File: src/design/sat_pkg.sv
package sat_pkg;

	// input command codes
	localparam logic [1:0] CMD_INSERT = 2'd0;
	localparam logic [1:0] CMD_SEARCH = 2'd1;
	localparam logic [1:0] CMD_REMOVE = 2'd2;

	// result status codes
	localparam logic [1:0] ST_OK        = 2'd0;
	localparam logic [1:0] ST_NOT_FOUND = 2'd1;
	localparam logic [1:0] ST_FULL      = 2'd2;

	localparam int unsigned POS_BITS   = 6;
	localparam int unsigned COUNT_BITS = 7;
	localparam int unsigned KEY_W      = 32;

	// controller -> datapath
	typedef struct packed {
		logic       start;      // latch command and key, open search window
		logic       bs_rd;      // read entry at window midpoint
		logic       bs_upd;     // narrow window from read data
		logic       j_init_up;  // shift pointer := count
		logic       j_init_dn;  // shift pointer := insert/match point
		logic       sh_rd_up;   // read entry j-1
		logic       sh_wr_up;   // write entry j, step down
		logic       sh_rd_dn;   // read entry j+1
		logic       sh_wr_dn;   // write entry j, step up
		logic       ins_wr;     // write new key, count up
		logic       cnt_dec;    // count down
		logic       resp;       // load result register
		logic [1:0] resp_status;
	} sat_cmd_t;

	// datapath -> controller
	typedef struct packed {
		logic [1:0] cmd;
		logic       full;
		logic       lo_lt_hi;
		logic       eq;
		logic       j_gt_lo;
		logic       j1_lt_cnt;
		logic       out_free;
	} sat_stat_t;

endpackage

File: src/design/sat_ctrl.sv
module sat_ctrl import sat_pkg::*; (
	input  logic      clk,
	input  logic      arst_n,
	input  logic      s_tvalid,
	output logic      s_tready,
	input  sat_stat_t stat,
	output sat_cmd_t  cmd
);

	localparam logic [3:0] S_IDLE  = 4'd0;
	localparam logic [3:0] S_DISP  = 4'd1;
	localparam logic [3:0] S_BS    = 4'd2;
	localparam logic [3:0] S_BSCMP = 4'd3;
	localparam logic [3:0] S_UP    = 4'd4;
	localparam logic [3:0] S_UPWR  = 4'd5;
	localparam logic [3:0] S_DN    = 4'd6;
	localparam logic [3:0] S_DNWR  = 4'd7;
	localparam logic [3:0] S_RESP  = 4'd8;

	logic [3:0] state_q, state_d;
	logic [1:0] res_q, res_d;

	always_ff @(posedge clk or negedge arst_n) begin
		if (!arst_n) begin
			state_q <= S_IDLE;
			res_q   <= ST_OK;
		end else begin
			state_q <= state_d;
			res_q   <= res_d;
		end
	end

	assign s_tready = (state_q == S_IDLE);

	always_comb begin
		state_d = state_q;
		res_d   = res_q;
		cmd     = '0;
		cmd.resp_status = res_q;
		case (state_q)
			S_IDLE: begin
				if (s_tvalid) begin
					cmd.start = 1'b1;
					state_d   = S_DISP;
				end
			end
			S_DISP: begin
				case (stat.cmd)
					CMD_INSERT: begin
						if (stat.full) begin
							res_d   = ST_FULL;
							state_d = S_RESP;
						end else begin
							state_d = S_BS;
						end
					end
					CMD_SEARCH, CMD_REMOVE: state_d = S_BS;
					default: begin
						res_d   = ST_NOT_FOUND;
						state_d = S_RESP;
					end
				endcase
			end
			S_BS: begin
				if (stat.lo_lt_hi) begin
					cmd.bs_rd = 1'b1;
					state_d   = S_BSCMP;
				end else if (stat.cmd == CMD_INSERT) begin
					cmd.j_init_up = 1'b1;
					state_d       = S_UP;
				end else if (stat.eq && stat.cmd == CMD_REMOVE) begin
					cmd.j_init_dn = 1'b1;
					state_d       = S_DN;
				end else begin
					res_d   = stat.eq ? ST_OK : ST_NOT_FOUND;
					state_d = S_RESP;
				end
			end
			S_BSCMP: begin
				cmd.bs_upd = 1'b1;
				state_d    = S_BS;
			end
			S_UP: begin
				if (stat.j_gt_lo) begin
					cmd.sh_rd_up = 1'b1;
					state_d      = S_UPWR;
				end else begin
					cmd.ins_wr = 1'b1;
					res_d      = ST_OK;
					state_d    = S_RESP;
				end
			end
			S_UPWR: begin
				cmd.sh_wr_up = 1'b1;
				state_d      = S_UP;
			end
			S_DN: begin
				if (stat.j1_lt_cnt) begin
					cmd.sh_rd_dn = 1'b1;
					state_d      = S_DNWR;
				end else begin
					cmd.cnt_dec = 1'b1;
					res_d       = ST_OK;
					state_d     = S_RESP;
				end
			end
			S_DNWR: begin
				cmd.sh_wr_dn = 1'b1;
				state_d      = S_DN;
			end
			S_RESP: begin
				if (stat.out_free) begin
					cmd.resp = 1'b1;
					state_d  = S_IDLE;
				end
			end
			default: state_d = S_IDLE;
		endcase
	end

endmodule

File: src/design/sat_dp.sv
module sat_dp import sat_pkg::*; #(
	parameter int unsigned TABLE_DEPTH = 64,
	parameter int unsigned KEY_BITS    = 32
) (
	input  logic                   clk,
	input  logic                   arst_n,
	input  logic [1:0]             cmd_in,
	input  logic [KEY_W-1:0]       key_in,
	input  sat_cmd_t               cmd,
	output sat_stat_t              stat,
	output logic                   m_tvalid,
	input  logic                   m_tready,
	output logic [1:0]             status,
	output logic [POS_BITS-1:0]    position,
	output logic [COUNT_BITS-1:0]  entry_count
);

	localparam int unsigned IW = (TABLE_DEPTH > 1) ? $clog2(TABLE_DEPTH) : 1;
	localparam int unsigned CW = $clog2(TABLE_DEPTH + 1);

	logic signed [KEY_BITS-1:0] mem [TABLE_DEPTH];
	logic signed [KEY_BITS-1:0] key_ext;
	logic signed [KEY_BITS-1:0] key_q;
	logic signed [KEY_BITS-1:0] rd_q;
	logic [1:0]                 cmd_q;
	logic [CW-1:0]              cnt_q, lo_q, hi_q, j_q;
	logic                       eq_q;
	logic [CW:0]                win_sum, jp1;
	logic [CW-1:0]              mid, jm1;
	logic                       rd_en, wr_en;
	logic [IW-1:0]              rd_addr, wr_addr;
	logic signed [KEY_BITS-1:0] wr_data;
	logic [CW+POS_BITS-1:0]     pos_wide;
	logic [CW+COUNT_BITS-1:0]   cnt_wide;

	function automatic logic [CW-1:0] jp1_mid(input logic [CW-1:0] m);
		jp1_mid = m + 1'b1;
	endfunction

	// low KEY_BITS of the key, sign extended when the table is wider
	generate
		if (KEY_BITS > KEY_W) begin : g_ext
			assign key_ext = {{(KEY_BITS - KEY_W){key_in[KEY_W-1]}}, key_in};
		end else begin : g_trunc
			assign key_ext = key_in[KEY_BITS-1:0];
		end
	endgenerate

	assign win_sum = {1'b0, lo_q} + {1'b0, hi_q};
	assign mid     = win_sum[CW:1];
	assign jm1     = j_q - 1'b1;
	assign jp1     = {1'b0, j_q} + 1'b1;

	assign rd_en = cmd.bs_rd | cmd.sh_rd_up | cmd.sh_rd_dn;
	always_comb begin
		rd_addr = mid[IW-1:0];
		if (cmd.sh_rd_up)
			rd_addr = jm1[IW-1:0];
		else if (cmd.sh_rd_dn)
			rd_addr = jp1[IW-1:0];
	end

	assign wr_en   = cmd.sh_wr_up | cmd.sh_wr_dn | cmd.ins_wr;
	assign wr_addr = cmd.ins_wr ? lo_q[IW-1:0] : j_q[IW-1:0];
	assign wr_data = cmd.ins_wr ? key_q : rd_q;

	// key store: one write and one registered read per cycle
	always_ff @(posedge clk) begin
		if (wr_en)
			mem[wr_addr] <= wr_data;
		if (rd_en)
			rd_q <= mem[rd_addr];
	end

	always_ff @(posedge clk) begin
		if (cmd.start) begin
			key_q <= key_ext;
			cmd_q <= cmd_in;
		end
	end

	always_ff @(posedge clk or negedge arst_n) begin
		if (!arst_n) begin
			cnt_q <= '0;
			lo_q  <= '0;
			hi_q  <= '0;
			j_q   <= '0;
			eq_q  <= 1'b0;
		end else begin
			if (cmd.start) begin
				lo_q <= '0;
				hi_q <= cnt_q;
				eq_q <= 1'b0;
			end else if (cmd.bs_upd) begin
				if (rd_q < key_q) begin
					lo_q <= jp1_mid(mid);
				end else begin
					hi_q <= mid;
					eq_q <= (rd_q == key_q);
				end
			end
			if (cmd.j_init_up)
				j_q <= cnt_q;
			else if (cmd.j_init_dn)
				j_q <= lo_q;
			else if (cmd.sh_wr_up)
				j_q <= jm1;
			else if (cmd.sh_wr_dn)
				j_q <= jp1[CW-1:0];
			if (cmd.ins_wr)
				cnt_q <= cnt_q + 1'b1;
			else if (cmd.cnt_dec)
				cnt_q <= cnt_q - 1'b1;
		end
	end

	// result register
	assign pos_wide = {{POS_BITS{1'b0}}, lo_q};
	assign cnt_wide = {{COUNT_BITS{1'b0}}, cnt_q};

	always_ff @(posedge clk or negedge arst_n) begin
		if (!arst_n) begin
			m_tvalid <= 1'b0;
		end else if (cmd.resp) begin
			m_tvalid <= 1'b1;
		end else if (m_tready) begin
			m_tvalid <= 1'b0;
		end
	end

	always_ff @(posedge clk) begin
		if (cmd.resp) begin
			status      <= cmd.resp_status;
			position    <= (cmd.resp_status == ST_OK) ? pos_wide[POS_BITS-1:0] : '0;
			entry_count <= cnt_wide[COUNT_BITS-1:0];
		end
	end

	assign stat.cmd       = cmd_q;
	assign stat.full      = (cnt_q == CW'(TABLE_DEPTH));
	assign stat.lo_lt_hi  = (lo_q < hi_q);
	assign stat.eq        = eq_q;
	assign stat.j_gt_lo   = (j_q > lo_q);
	assign stat.j1_lt_cnt = (jp1 < {1'b0, cnt_q});
	assign stat.out_free  = !m_tvalid || m_tready;

	a_cnt_bound: assert property (@(posedge clk) disable iff (!arst_n)
		cnt_q <= CW'(TABLE_DEPTH))
		else $error("entry count above table depth");

	a_win_order: assert property (@(posedge clk) disable iff (!arst_n)
		lo_q <= hi_q)
		else $error("search window inverted");

	a_ins_room: assert property (@(posedge clk) disable iff (!arst_n)
		cmd.ins_wr |-> (cnt_q < CW'(TABLE_DEPTH)))
		else $error("insert write into full table");

	a_resp_free: assert property (@(posedge clk) disable iff (!arst_n)
		cmd.resp |-> stat.out_free)
		else $error("result loaded over pending transfer");

	a_rm_match: assert property (@(posedge clk) disable iff (!arst_n)
		cmd.j_init_dn |-> (eq_q && cnt_q != '0))
		else $error("remove shift without a match");

endmodule

File: src/design/sorted_array_table_unit.sv
// Sorted key table: holds up to TABLE_DEPTH signed keys in ascending order.
// Input channel s_*: one command per transfer; s_tuser carries the command
// (insert, search, remove), s_tdata the 32-bit key. Output channel m_*: one
// result per command; m_tuser carries the status (ok, not found, full),
// m_tdata the position and the entry count after the command.
// Steps per command, from the input transfer to m_tvalid rising,
// with n = entries stored before it:
//   dispatch, binary search with a read and a compare step per probe (at most
//   ceil(log2(n+1)) probes, none on an empty table), a step to close the
//   search, then a read and a write per entry moved (insert moves the entries
//   at and above the insert point, remove those above the match), the insert
//   write or count update (insert and hit remove only), and the load of the
//   result register. Full inserts and unused codes go from dispatch to the load.
// The key memory, read through a register, sets the pace: each moved entry
// takes a read and then a write. One command is in work at a time;
// s_tready is high only while the controller is idle, so the next transfer
// comes at the earliest in the cycle after the result load.
// The result sits in an output register, so a new command is taken while a
// result still waits; a stalled m_tready holds the result and the next
// command waits before its own result load until the register frees up.
// Reset empties the table at once (count to zero); the memory needs no clear.
module sorted_array_table_unit import sat_pkg::*; #(
	parameter int unsigned TABLE_DEPTH = 64,
	parameter int unsigned KEY_BITS    = 32
) (
	input  logic        clk,
	input  logic        arst_n,
	input  logic        s_tvalid,
	output logic        s_tready,
	input  logic [31:0] s_tdata,   // [31:0] key
	input  logic [1:0]  s_tuser,   // [1:0] command
	output logic        m_tvalid,
	input  logic        m_tready,
	output logic [15:0] m_tdata,   // [5:0] position, [12:6] entry_count, [15:13] zero
	output logic [1:0]  m_tuser    // [1:0] status
);

	sat_cmd_t                cmd;
	sat_stat_t               stat;
	logic [POS_BITS-1:0]     position;
	logic [COUNT_BITS-1:0]   entry_count;

	// sequencer: search, shift and response steps
	sat_ctrl u_ctrl (
		.clk      (clk),
		.arst_n   (arst_n),
		.s_tvalid (s_tvalid),
		.s_tready (s_tready),
		.stat     (stat),
		.cmd      (cmd)
	);

	// key memory, search window, shift pointer, count and result register
	sat_dp #(
		.TABLE_DEPTH (TABLE_DEPTH),
		.KEY_BITS    (KEY_BITS)
	) u_dp (
		.clk         (clk),
		.arst_n      (arst_n),
		.cmd_in      (s_tuser),
		.key_in      (s_tdata),
		.cmd         (cmd),
		.stat        (stat),
		.m_tvalid    (m_tvalid),
		.m_tready    (m_tready),
		.status      (m_tuser),
		.position    (position),
		.entry_count (entry_count)
	);

	assign m_tdata = {3'b000, entry_count, position};

endmodule

File: config.mk
export PLATFORM = sky130hd
export DESIGN_NAME = sorted_array_table_unit
export DESIGN_NICKNAME = d
export VERILOG_FILES = /design/src/design/sat_pkg.sv /design/src/design/sat_ctrl.sv /design/src/design/sat_dp.sv /design/src/design/sorted_array_table_unit.sv
export SDC_FILE = /design/constraint.sdc
export NUM_CORES = 2
export LEC_CHECK = 0
export BUFFER_PORTS_ARGS = -buffer_cell sky130_fd_sc_hd__buf_4
export CAP_MARGIN = 10
export CORE_UTILIZATION = 60
export CTS_CLUSTER_DIAMETER = 30
export DETAILED_ROUTE_END_ITERATION = 10
export GPL_ROUTABILITY_DRIVEN = 0
export PLACE_DENSITY = 0.76
export SYNTH_ARGS = -nofsm -noshare
export SYNTH_HDL_FRONTEND = slang
export SYNTH_SLANG_ARGS = --single-unit
File: constraint.sdc
create_clock -name clk -period 15.6 [get_ports clk]
set_clock_uncertainty 0.1 [all_clocks]
set_input_delay 1.56 -clock clk [delete_from_list [all_inputs] [get_ports clk]]
set_output_delay 1.56 -clock clk [all_outputs]
set_load 0.01 [all_outputs]
==> results.toml <==
[run_status]
status = "finished clean"

[synthesis]
synth_ff_type = "edfxtp_1"
ys_ff_latch = 2165
async_reset_ff_frac = 0.0166
syn_inst = 5013
synth_edf_count = 2129
synth.cell_area_sq_um = 85500
synthDistinctLibCells = 78
yosys_warnings = 0
avgSynthCellArea_sq_um = 17.0
ys_seq_area_frac = 0.759

[die]
initial_core_util = 0.604
fp.dieH_um = 379
placementRows = 138
num_io_pins = 58
fp.dieW_um = 379
core_region_area_sq_um = 141000
dieArea_sq_um = 144000

[critical_path]
start_kind = "flip-flop"
crit_fanout = 136
crit_chain = "ha_1 -> xor2_1 -> ha_1 -> a211o_1 -> a31oi_1 -> o21ai_2 -> o21ai_0 -> o32a_2 -> buf_12 -> buf_4 -> buf_4 -> mux4_2 -> a22oi_1 -> and3_1 -> or3_1 -> nor3_1"
max_stage_delay_ns = 0.84
slowest_stage = "buf_4"
arrival_ns = 7.85
cp.required_ns = 16.23
worst_setup_path_end_kind = "flip-flop"
crit_type = "flip-flop to flip-flop"

[final_layout]
nNetsFinal = 5408
fin_util = 0.716
drive_above_1_share = 0.216
layout_common_cells = "edfxtp_1, nand2_1, clkbuf_16"
area_delta_synth_final_pct = 18.6
finalInstanceArea_sq_um = 101000
final_common_cell = "edfxtp_1"

[clock_network]
htree_levels = 5
cts_setup_buffers = 0
cts.sinks = 2165
clock-root-buffer = "clkbuf_16"
cts-buffers-inserted = 364
cts_max_path_buffers = 4
clkSlewWorstSetupHoldPaths_ns = 0.05
insertion_delay_ns = 0.95
ctsHoldBuffers = 0
cts_tree = "done"
cts-resized-gates = 0

[detailed_routing]
first_pass_iters = 6
wl_mm = 260
route.met2.wl_mm = 119
vias_per_cell = 7.09
drt_iter0_drc = 10100
highest-signal-layer = "met5"
ant_nets = 0
m1WireLength_mm = 85.0
via_count = 53000
routedWlPerCell_um = 34.8
wl_met3_mm = 37.3
drc = 0

[timing]
slew_viol_final = 0
post-route-period-util = 0.463
rsz0062_at_grt = "false"
tightest_slew_ns = 1.27
hold_violations = 0
setup_tns_ns = 0
finalSetupViolations = 0
fmax_ghz = 0.139
slew-limit-headroom = 0.150
setup_ws_ns = 8.38
period_needed_ns = 7.22

[global_route]
grt_usage = 0.363
grt_max_degree = 182
antenna_found_initial = 23
grt.overflow.total = 0
grt_pass1_wl_mm = 366
grt_pass1_vias = 52800

[placement]
place_area_sq_um = 89100
pre_cts_ws_ns = 8.42
io_buffers = 54
dp_hpwl_mm = 130

[worst_hold_path]
hold_path_class = "flip-flop to flip-flop"

[job]
max_cap_viol_count = 0
[layer usage]
layer	up-vias	track usage
met1	26300	0.468
met4	16	0.240
met2	5091	0.552
met5	-	0
met3	1093	0.0936
li1	20500	-
[worst max-delay path, delay by kind of cell, from the launching register on]
family | cells | cell delay, ns
buffers and inverters | 3 | 2.21
AO/OA/AOI/OAI | 6 | 1.75
AND/OR/NAND/NOR | 3 | 0.83
adder cells (fa/ha/maj) | 2 | 0.64
flip-flops | 1 | 0.53
multiplexers | 1 | 0.40
XOR/XNOR | 1 | 0.39
[logic make-up (layout without fill, tap and decap cells)]
group / count (synthesis) / count (layout) / synth area share
DFF: 2165 / 2165 / 0.759
and+or+nand+nor: 1393 / 1393 / 0.0735
AOI/OAI and AO/OA: 610 / 610 / 0.0489
muxes: 391 / 391 / 0.0875
buffers and inverters: 359 / 930 / 0.0185
adders and majority gates: 70 / 70 / 0.0104
xor gates and xnor gates: 24 / 24 / 0.00246
other: 1 / 8 / 0.0000439
[final cells by class]
type,instances,area [sq um]
clock inverter,255,2800
fill,7809,40100
tap,1890,2360
clock buffer,397,9380
timing repair buffer,209,1640
multi-input combinational,2491,20000
antenna,5,12.5
inverter,69,259
sequential,2165,64800
[through the flow]
stage          std cells  hold slack (ns)
3_3_place_gp        6824            0.404
5_1_grt             7477            0.442
3_5_place_dp        6824            0.420
2_1_floorplan       5015            0.374
6_report            7481            0.431
4_1_cts             7476            0.431
[worst paths after layout]
path                                            from                       endpoint  slack [ns]  depth (start not counted)
max in group asynchronous                     arst_n       u_dp.lo_q[6]$_DFFE_PN0P_       14.50                          1
min in group asynchronous                     arst_n          u_dp.eq_q$_DFFE_PN0P_        0.52                          1
min reg2reg                u_dp.cnt_q[5]$_DFFE_PN0N_  u_dp.entry_count[5]$_DFFE_PP_        0.43                          0
max                          u_dp.j_q[0]$_DFFE_PN0P_         u_dp.rd_q[7]$_DFFE_PP_        8.38                         16
min                        u_dp.cnt_q[5]$_DFFE_PN0N_  u_dp.entry_count[5]$_DFFE_PP_        0.43                          0
max reg2reg                  u_dp.j_q[0]$_DFFE_PN0P_         u_dp.rd_q[7]$_DFFE_PP_        8.38                         16
[cell usage after synthesis (8+ instances only)]
cell type / count / share of area
edfxtp_1: 2129 / 0.75
nand2_1: 726 / 0.032
mux4_2: 283 / 0.075
nand3_1: 271 / 0.016
clkbuf_1: 150 / 0.0066
nor2_1: 122 / 0.0054
a21oi_1: 106 / 0.0062
a22oi_1: 102 / 0.0090
mux2i_1: 102 / 0.012
a31oi_1: 91 / 0.0067
buf_2: 89 / 0.0052
o21ai_0: 76 / 0.0045
a32oi_1: 70 / 0.0072
inv_1: 69 / 0.0030
ha_1: 68 / 0.010
nand4_1: 51 / 0.0037
nor3_1: 51 / 0.0030
or3_1: 42 / 0.0031
and3_1: 41 / 0.0030
dfrtp_1: 36 / 0.011
buf_1: 24 / 0.0011
o22ai_1: 23 / 0.0017
buf_4: 21 / 0.0018
nand2b_1: 19 / 0.0014
a211oi_1: 18 / 0.0016
a221oi_1: 17 / 0.0017
xnor2_1: 17 / 0.0017
a21o_1: 16 / 0.0014
or4_1: 15 / 0.0013
o31ai_1: 14 / 0.0012
or2_2: 10 / 0.00073
a22o_1: 9 / 0.00092
nor2b_1: 9 / 0.00066
a211o_1: 8 / 0.00082
and4_1: 8 / 0.00082
o2111ai_1: 8 / 0.00082
[flip-flops by register name (all words and copies together), names as in the netlist]
name              count
u_dp.eq_q             1
u_ctrl.res_q          2
u_dp.key_q           32
u_dp.position         6
u_dp.hi_q             7
u_dp.lo_q             7
u_dp.entry_count      7
u_dp.rd_q            32
u_dp.status           2
u_dp.mem           2048
u_dp.j_q              7
u_ctrl.state_q        4
u_dp.m_tvalid         1
u_dp.cmd_q            2
u_dp.cnt_q            7
Power is left out: the tool's default activity adds up to more than one toggle a clock period on the data nets, which glitch-free logic cannot reach.
